===== src/rtl/ssd_pkg.sv =====
package ssd_pkg;

	// word geometry
	localparam int WORD_BITS   = 32;
	localparam int IDX_BITS    = $clog2(WORD_BITS);
	localparam int QUEUE_DEPTH = 2;

	// reciprocal of ten for 16-bit operands: x / 10 == (x * 0xCCCD) >> 19
	localparam logic [15:0] RECIP10 = 16'hCCCD;
	localparam int          RECIP10_SHIFT = 19;

	typedef logic [WORD_BITS-1:0] word_t;
	typedef logic [3:0]           digit_t;
	typedef logic [IDX_BITS-1:0]  bit_idx_t;

	// queue read side as seen by the back end
	typedef struct packed {
		logic  valid;
		word_t word;
	} q_rd_t;

	// segment pattern, outer positions (PCDE........GFAB)
	function automatic logic [15:0] dig_hi(input digit_t d);
		logic [15:0] p;
		case (d)
			4'd0:    p = 16'h7007;
			4'd1:    p = 16'h4001;
			4'd2:    p = 16'h300B;
			4'd3:    p = 16'h600B;
			4'd4:    p = 16'h400D;
			4'd5:    p = 16'h600E;
			4'd6:    p = 16'h700E;
			4'd7:    p = 16'h4003;
			4'd8:    p = 16'h700F;
			4'd9:    p = 16'h600F;
			default: p = 16'h0000;
		endcase
		return p;
	endfunction

	// segment pattern, middle position (....PCDEGFAB....)
	function automatic logic [15:0] dig_mid(input digit_t d);
		logic [15:0] p;
		case (d)
			4'd0:    p = 16'h0770;
			4'd1:    p = 16'h0410;
			4'd2:    p = 16'h03B0;
			4'd3:    p = 16'h06B0;
			4'd4:    p = 16'h04D0;
			4'd5:    p = 16'h06E0;
			4'd6:    p = 16'h07E0;
			4'd7:    p = 16'h0430;
			4'd8:    p = 16'h07F0;
			4'd9:    p = 16'h06F0;
			default: p = 16'h0000;
		endcase
		return p;
	endfunction

	// bar graph, lengths above eight light nothing
	function automatic logic [15:0] bar_pat(input logic [7:0] n);
		logic [15:0] p;
		case (n)
			8'd0:    p = 16'h0000;
			8'd1:    p = 16'h0100;
			8'd2:    p = 16'h0300;
			8'd3:    p = 16'h0700;
			8'd4:    p = 16'h0F00;
			8'd5:    p = 16'h0F80;
			8'd6:    p = 16'h0FC0;
			8'd7:    p = 16'h0FE0;
			8'd8:    p = 16'h0FF0;
			default: p = 16'h0000;
		endcase
		return p;
	endfunction

	// one led per mask bit, bar order 4321 5678
	function automatic logic [15:0] mask_pat(input logic [7:0] m);
		logic [15:0] p;
		p = {4'b0000, m[3], m[2], m[1], m[0], m[4], m[5], m[6], m[7], 4'b0000};
		return p;
	endfunction

	function automatic logic [15:0] led_pat(input logic mode, input logic [7:0] led);
		return mode ? mask_pat(led) : bar_pat(led);
	endfunction

endpackage


===== src/rtl/ssd_front.sv =====
module ssd_front import ssd_pkg::*; (
	input  logic        clk,
	input  logic        arst_n,
	input  logic        in_valid,
	output logic        in_stall,
	input  logic        mode,
	input  logic [15:0] value,
	input  logic [7:0]  led,
	output logic        push,
	output word_t       push_word,
	input  logic        full
);

	// stage registers
	logic        v_s1, v_s2, v_s3;
	logic [12:0] q1_s1;
	logic [9:0]  q2_s2;
	digit_t      units_s1, units_s2;
	digit_t      tens_s2;
	logic        mode_s1, mode_s2;
	logic [7:0]  led_s1, led_s2;
	word_t       word_s3;

	logic        rdy_s1, rdy_s2, rdy_s3;
	logic [31:0] prod1, prod2, prod3;
	logic [15:0] q1x10;
	logic [12:0] q2x10;
	logic [9:0]  q3x10;
	logic [12:0] q1;
	logic [9:0]  q2;
	logic [6:0]  q3;
	digit_t      units, tens, hundreds;
	word_t       word;

	// per-stage flow control
	assign rdy_s3   = !v_s3 || !full;
	assign rdy_s2   = !v_s2 || rdy_s3;
	assign rdy_s1   = !v_s1 || rdy_s2;
	assign in_stall = !rdy_s1;
	assign push      = v_s3 && !full;
	assign push_word = word_s3;

	// units digit
	always_comb begin
		prod1 = 32'(value) * 32'(RECIP10);
		q1    = prod1[RECIP10_SHIFT +: 13];
		q1x10 = (16'(q1) << 3) + (16'(q1) << 1);
		units = 4'(value - q1x10);
	end

	// tens digit
	always_comb begin
		prod2 = 32'(q1_s1) * 32'(RECIP10);
		q2    = prod2[RECIP10_SHIFT +: 10];
		q2x10 = (13'(q2) << 3) + (13'(q2) << 1);
		tens  = 4'(q1_s1 - q2x10);
	end

	// hundreds digit and word assembly
	always_comb begin
		prod3    = 32'(q2_s2) * 32'(RECIP10);
		q3       = prod3[RECIP10_SHIFT +: 7];
		q3x10    = (10'(q3) << 3) + (10'(q3) << 1);
		hundreds = 4'(q2_s2 - q3x10);
		word     = ({dig_hi(hundreds), 16'h0000})
			| {16'h0000, dig_mid(tens_s2)}
			| {16'h0000, dig_hi(units_s2)}
			| {led_pat(mode_s2, led_s2), 16'h0000};
	end

	// valid bits
	always_ff @(posedge clk or negedge arst_n) begin
		if (!arst_n) begin
			v_s1 <= 1'b0;
			v_s2 <= 1'b0;
			v_s3 <= 1'b0;
		end else begin
			if (rdy_s1) v_s1 <= in_valid;
			if (rdy_s2) v_s2 <= v_s1;
			if (rdy_s3) v_s3 <= v_s2;
		end
	end

	// payload
	always_ff @(posedge clk) begin
		if (rdy_s1) begin
			q1_s1    <= q1;
			units_s1 <= units;
			mode_s1  <= mode;
			led_s1   <= led;
		end
		if (rdy_s2) begin
			q2_s2    <= q2;
			tens_s2  <= tens;
			units_s2 <= units_s1;
			mode_s2  <= mode_s1;
			led_s2   <= led_s1;
		end
		if (rdy_s3) begin
			word_s3 <= word;
		end
	end

endmodule


===== src/rtl/ssd_fifo.sv =====
module ssd_fifo import ssd_pkg::*; #(
	parameter int DEPTH = QUEUE_DEPTH
) (
	input  logic  clk,
	input  logic  arst_n,
	input  logic  push,
	input  word_t push_word,
	output logic  full,
	input  logic  pop,
	output q_rd_t rd
);

	localparam int AW = (DEPTH > 1) ? $clog2(DEPTH) : 1;
	localparam int CW = $clog2(DEPTH + 1);

	word_t          mem_q [DEPTH];
	logic [AW-1:0]  wr_ptr_q, rd_ptr_q;
	logic [CW-1:0]  cnt_q;

	assign full     = cnt_q == CW'(DEPTH);
	assign rd.valid = cnt_q != '0;
	assign rd.word  = mem_q[rd_ptr_q];

	function automatic logic [AW-1:0] nxt(input logic [AW-1:0] p);
		return (p == AW'(DEPTH - 1)) ? '0 : AW'(p + 1'b1);
	endfunction

	// pointers and fill count
	always_ff @(posedge clk or negedge arst_n) begin
		if (!arst_n) begin
			wr_ptr_q <= '0;
			rd_ptr_q <= '0;
			cnt_q    <= '0;
		end else begin
			if (push) wr_ptr_q <= nxt(wr_ptr_q);
			if (pop)  rd_ptr_q <= nxt(rd_ptr_q);
			if (push && !pop)      cnt_q <= cnt_q + 1'b1;
			else if (pop && !push) cnt_q <= cnt_q - 1'b1;
		end
	end

	// storage
	always_ff @(posedge clk) begin
		if (push) mem_q[wr_ptr_q] <= push_word;
	end

endmodule


===== src/rtl/ssd_back.sv =====
module ssd_back import ssd_pkg::*; (
	input  logic  clk,
	input  logic  arst_n,
	input  q_rd_t rd,
	output logic  pop,
	output logic  out_valid,
	input  logic  out_stall,
	output logic  serial_bit,
	output logic  latch_last,
	output word_t full_word
);

	logic     have_q;
	word_t    sh_q;
	bit_idx_t idx_q;
	logic     out_valid_q;
	logic     bit_q, last_q;
	word_t    word_q;

	logic adv, last_bit, load;

	assign adv      = !out_valid_q || !out_stall;
	assign last_bit = idx_q == IDX_BITS'(WORD_BITS - 1);
	assign load     = rd.valid && (!have_q || (adv && last_bit));
	assign pop      = load;

	assign out_valid  = out_valid_q;
	assign serial_bit = bit_q;
	assign latch_last = last_q;
	assign full_word  = word_q;

	// bit sequencer and output register control
	always_ff @(posedge clk or negedge arst_n) begin
		if (!arst_n) begin
			have_q      <= 1'b0;
			idx_q       <= '0;
			out_valid_q <= 1'b0;
		end else begin
			if (adv) out_valid_q <= have_q;
			if (load) begin
				have_q <= 1'b1;
				idx_q  <= '0;
			end else if (adv && have_q) begin
				idx_q <= idx_q + 1'b1;
				if (last_bit) have_q <= 1'b0;
			end
		end
	end

	// word holding and output payload
	always_ff @(posedge clk) begin
		if (load) sh_q <= rd.word;
		if (adv && have_q) begin
			bit_q  <= sh_q[idx_q];
			last_q <= last_bit;
			word_q <= sh_q;
		end
	end

endmodule


===== src/rtl/seven_segment_serial_driver.sv =====
// Three-digit seven-segment serial driver.
// Input channel (in_valid / in_stall): one word carries mode, value and led.
// The three low decimal digits of value and the led pattern (bar length in
// mode 0, bitmask in mode 1) are packed into a 32-bit display pattern.
// Output channel (out_valid / out_stall): 32 words per input word, one
// pattern bit each, LSB first; latch_last marks the 32nd bit and full_word
// carries the whole pattern in every one of them.
// Path of a word: three digit-split stages, the queue, the shifter's
// holding register and the output register.
// Throughput: one bit per cycle while the output is not stalled, set by
// the back-end shifter; following words are shifted without a gap.
// The front end keeps accepting while the queue has room, so up to the
// queue depth plus three words may wait behind the one being shifted.
// A stall on the output holds the current bit and stops the shifter; the
// front end then fills and raises in_stall.
// Reset empties all stages and the queue; no word is in flight afterwards.
module seven_segment_serial_driver import ssd_pkg::*; #(
	parameter int QDEPTH = QUEUE_DEPTH
) (
	input  logic        clk,
	input  logic        arst_n,
	input  logic        in_valid,
	output logic        in_stall,
	input  logic        mode,
	input  logic [15:0] value,
	input  logic [7:0]  led,
	output logic        out_valid,
	input  logic        out_stall,
	output logic        serial_bit,
	output logic        latch_last,
	output logic [31:0] full_word
);

	logic  push, full, pop;
	word_t push_word;
	q_rd_t rd;

	// digit split and pattern build
	ssd_front u_front (
		.clk       (clk),
		.arst_n    (arst_n),
		.in_valid  (in_valid),
		.in_stall  (in_stall),
		.mode      (mode),
		.value     (value),
		.led       (led),
		.push      (push),
		.push_word (push_word),
		.full      (full)
	);

	// pattern queue between front and shifter
	ssd_fifo #(
		.DEPTH (QDEPTH)
	) u_fifo (
		.clk       (clk),
		.arst_n    (arst_n),
		.push      (push),
		.push_word (push_word),
		.full      (full),
		.pop       (pop),
		.rd        (rd)
	);

	// serial shifter
	ssd_back u_back (
		.clk        (clk),
		.arst_n     (arst_n),
		.rd         (rd),
		.pop        (pop),
		.out_valid  (out_valid),
		.out_stall  (out_stall),
		.serial_bit (serial_bit),
		.latch_last (latch_last),
		.full_word  (full_word)
	);

endmodule


===== config.mk =====
export PLATFORM = sky130hd
export DESIGN_NAME = seven_segment_serial_driver
export DESIGN_NICKNAME = d
export VERILOG_FILES = /design/src/rtl/ssd_pkg.sv /design/src/rtl/ssd_front.sv /design/src/rtl/ssd_fifo.sv /design/src/rtl/ssd_back.sv /design/src/rtl/seven_segment_serial_driver.sv
export SDC_FILE = /design/constraint.sdc
export NUM_CORES = 1
export LEC_CHECK = 0
export ABC_AREA = 1
export BUFFER_PORTS_ARGS = -buffer_cell sky130_fd_sc_hd__clkbuf_2
export CAP_MARGIN = 20
export CORE_MARGIN = 8
export CORE_UTILIZATION = 46
export DETAILED_ROUTE_END_ITERATION = 6
export GPL_TIMING_DRIVEN = 0
export RECOVER_POWER = 100
export SYNTH_ARGS = -nofsm -noshare
export SYNTH_HDL_FRONTEND = slang
export SYNTH_SLANG_ARGS = --single-unit
export TNS_END_PERCENT = 10

===== constraint.sdc =====
create_clock -name clk -period 9.2 [get_ports clk]
set_input_delay 0.46 -clock clk [delete_from_list [all_inputs] [get_ports clk]]
set_output_delay 0.46 -clock clk [all_outputs]
set_load 0.02 [all_outputs]

==> load_flow_metrics.sql <==
INSERT INTO impl_metrics (metric_group, metric, value, unit) VALUES
('outcome', 'outcome', 'finished with violations', ''),
('outcome', 'violations_in_the_final_reports', 'capacitance limit, slew limit', ''),
('worst_setup_path', 'critical_path.n_buffers_inverters', '5', ''),
('worst_setup_path', 'criticalPathCategory', 'register to register', ''),
('worst_setup_path', 'cp_common_cell', 'nand2_1', ''),
('synthesis', 'synth_largest_type_area_fraction', '32.3', '%'),
('cts', 'clock_tree.root_cell', 'clkbuf_16', ''),
('cts', 'cts.repair.resized', '0', ''),
('sta', 'setup_total_negative_slack', '0', 'ns'),
('final_layout', 'multi_input_combinational_cell_area', '10100', 'sq um'),
('sta', 'fin_crit_sh', '65.5', '%'),
('routing', 'num_vias', '11600', ''),
('worst_setup_path', 'critPathCaptureType', 'register', ''),
('sta', 'finClkSkew', '0.0116', 'ns'),
('global_route', 'antenna_violations_before_repair', '0', ''),
('final_layout', 'n_fill_cell', '3678', ''),
('cts', 'cts.repair_timing.setup_buffer_count', '0', ''),
('routing', 'route.detailed.wl_per_inst', '14.0', 'um'),
('die', 'fp.coreArea', '39800', 'sq um'),
('cts', 'ctsHoldBuffers', '1', ''),
('placement', 'placedCellCount', '2378', ''),
('routing', 'm1WireLength', '15300', 'um'),
('cts', 'insertion_delay', '0.53', 'ns'),
('synthesis', 'post-synth-top-area-cell', 'edfxtp_1', ''),
('global_route', 'grt_pass1_vias', '12400', ''),
('final_layout', 'finish.net_count', '2367', ''),
('worst_setup_path', 'required_time_of_the_worst_setup_path', '9.62', 'ns'),
('sta', 'maxSlewViolCount', '98', ''),
('routing', 'routed_wl', '34100', 'um'),
('cts', 'clock_sinks', '236', ''),
('global_route', 'grt_max_degree', '37', ''),
('synthesis', 'synth.most_common_cell', 'inv_1', ''),
('synthesis', 'synth-async-reset-ratio', '5.93', '%'),
('final_layout', 'insertedDiodeCount', '0', ''),
('final_layout', 'layout-drive-gt1-share', '4.68', '%'),
('placement', 'place.port_buffers', '61', ''),
('cts', 'clock_tree.buffer_depth', '3', ''),
('die', 'floorplan.initialDensity', '46.7', '%'),
('global_route', 'grt_overflow', '0', ''),
('routing', 'top_layer_used', 'met4', ''),
('sta', 'finalSetupViolations', '0', ''),
('flow_run', 'max_cap_viol_count', '3', ''),
('global_route', 'gr-usage-all-layers', '14.7', '%'),
('sta', 'timing_limited_maximum_frequency', '166', 'MHz'),
('sta', 'rsz0062_at_grt', 'no', ''),
('routing', 'drt-pass1-iter-count', '5', ''),
('sta', 'worst_slew_pin_slew', '2.48', 'ns'),
('worst_setup_path', 'worst_setup_path_start_kind', 'register', ''),
('cts', 'cts.clk_slew.worst_paths', '0.07', 'ns'),
('synthesis', 'ys_ff_latch', '236', ''),
('die', 'design.die.area', '47100', 'sq um'),
('cts', 'h-tree-depth', '1', ''),
('routing', 'route.met2.wl', '16900', 'um'),
('routing', 'detail_route.iter0.violations', '504', ''),
('worst_setup_path', 'critical_path.max_stage_delay', '0.60', 'ns'),
('synthesis', 'synth.avg_cell_area', '10.4', 'sq um'),
('synthesis', 'synthCells', '1790', ''),
('routing', 'ant_nets', '0', ''),
('sta', 'final-hold-violation-count', '0', ''),
('sta', 'timing.max_slew.rel_slack', '-65.7', '%'),
('worst_setup_path', 'highest_delay_cell_along_the_critical_path', 'fa_1', ''),
('die', 'ios', '65', ''),
('synthesis', 'syn-cell-area', '18600', 'sq um'),
('placement', 'detailedPlacementHpwl', '28700', 'um'),
('synthesis', 'synthesis.yosys.warnings', '0', ''),
('sta', 'period_needed', '6.02', 'ns'),
('synthesis', 'synth_top_cells_by_area', 'edfxtp_1 (32%), ha_1 (20%), fa_1 (17%)', ''),
('global_route', 'global_route_wire_length_before_repair', '58200', 'um'),
('final_layout', 'area_growth', '9.20', '%'),
('routing', 'drc', '0', ''),
('worst_setup_path', 'path_delay_family', 'adder cells', '');
==> logic make-up (layout without fill, tap and decap cells) <==
group / Yosys count / in the layout / synth area share [%]
buffers and inverters: 427 / 537 / 8.72
AO/OA/AOI/OAI: 168 / 168 / 5.15
XOR/XNOR: 44 / 44 / 2.07
flip-flops: 236 / 236 / 36.5
AND/OR/NAND/NOR: 459 / 459 / 10.5
adder cells (fa/ha/maj): 455 / 455 / 37.0
other: 1 / 3 / 0.0202
==> stage by stage <==
stage,area [sq um],utilization [%],hold WS [ns],setup slack [ns]
floorplan,18600,-,0.164,3.64
global placement,19600,49.1,0.388,2.85
detailed placement,19600,49.2,0.389,2.87
CTS,20400,51.3,0.0590,3.24
global route,20300,51.0,0.0634,2.51
finish,20300,51.0,0.0963,3.18
==> layout by cell type (no fill, tap or decap), types with 3 or more instances in the layout <==
| master | instances |
|---|---|
| clkbuf_2 | 23 |
| clkbuf_1 | 55 |
| o22ai_1 | 5 |
| inv_2 | 3 |
| or2_2 | 13 |
| dfrtp_1 | 14 |
| bufinv_16 | 4 |
| nor3_1 | 13 |
| dfxtp_1 | 22 |
| conb_1 | 3 |
| xnor2_1 | 16 |
| inv_1 | 406 |
| nor2_1 | 63 |
| nand2_1 | 299 |
| clkbuf_16 | 25 |
| nor4_1 | 6 |
| clkinv_1 | 7 |
| a21oi_1 | 64 |
| a21o_1 | 7 |
| o21bai_1 | 4 |
| fa_1 | 158 |
| xor2_1 | 28 |
| clkinv_2 | 4 |
| edfxtp_1 | 200 |
| buf_4 | 3 |
| nand4_1 | 3 |
| ha_1 | 297 |
| o21ai_0 | 69 |
| nand3_1 | 55 |
==> per-layer routing <==
| layer | GRT usage, % | vias to the layer above |
|---|---|---|
| met4 | 4.04 | 0 |
| met1 | 18.2 | 5467 |
| met5 | 0 | - |
| li1 | - | 5941 |
| met3 | 1.93 | 41 |
| met2 | 26.8 | 160 |
==> area by class of cell <==
class	count	share of cell area (%)
clock inverters	17	1.02
plain buffers	15	0.333
multi-input cells	1129	49.8
inverters	412	7.61
repair buffers	64	1.36
flip-flops and latches	236	33.5
clock buffers	29	3.15
well taps	525	3.23
==> sequential cells by signal, indices dropped and copies added (netlist names), 5 cells and up, named ones only <==
register and flops:
u_back.sh_q 29, u_fifo.mem_q 58, u_front.push_word 29, u_front.q2_s2 10, u_front.word 14, u_back.full_word 29, u_front.led_s1 8, u_front.led_s2 8
u_front.q1_s1 13, u_back.idx_q 5
==> final timing paths <==
| kind | slack (ns) | to | start | cells past startpoint |
|---|---|---|---|---|
| worst max-delay path | 3.18 | u_front.word[10]$_DFF_P_ | u_front.q1_s1[7]$_DFFE_PN_ | 26 |
| worst min-delay path | 0.1 | u_front.led_s1[1]$_DFFE_PN_ | led[1] | 1 |
| worst max register to register | 3.18 | u_front.word[10]$_DFF_P_ | u_front.q1_s1[7]$_DFFE_PN_ | 26 |
| worst min register to register | 0.40 | u_front.push_word[3]$_DFFE_PP_ | u_front.word[3]$_DFF_P_ | 0 |
| max in group asynchronous | 8.06 | u_front.v_s3$_DFFE_PN0P_ | arst_n | 2 |
| min in group asynchronous | 0.58 | u_fifo.cnt_q[1]$_DFFE_PN0P_ | arst_n | 2 |
Power is not shown: default switching activity piles up to over one toggle a cycle in this logic, so the estimate is an artifact.
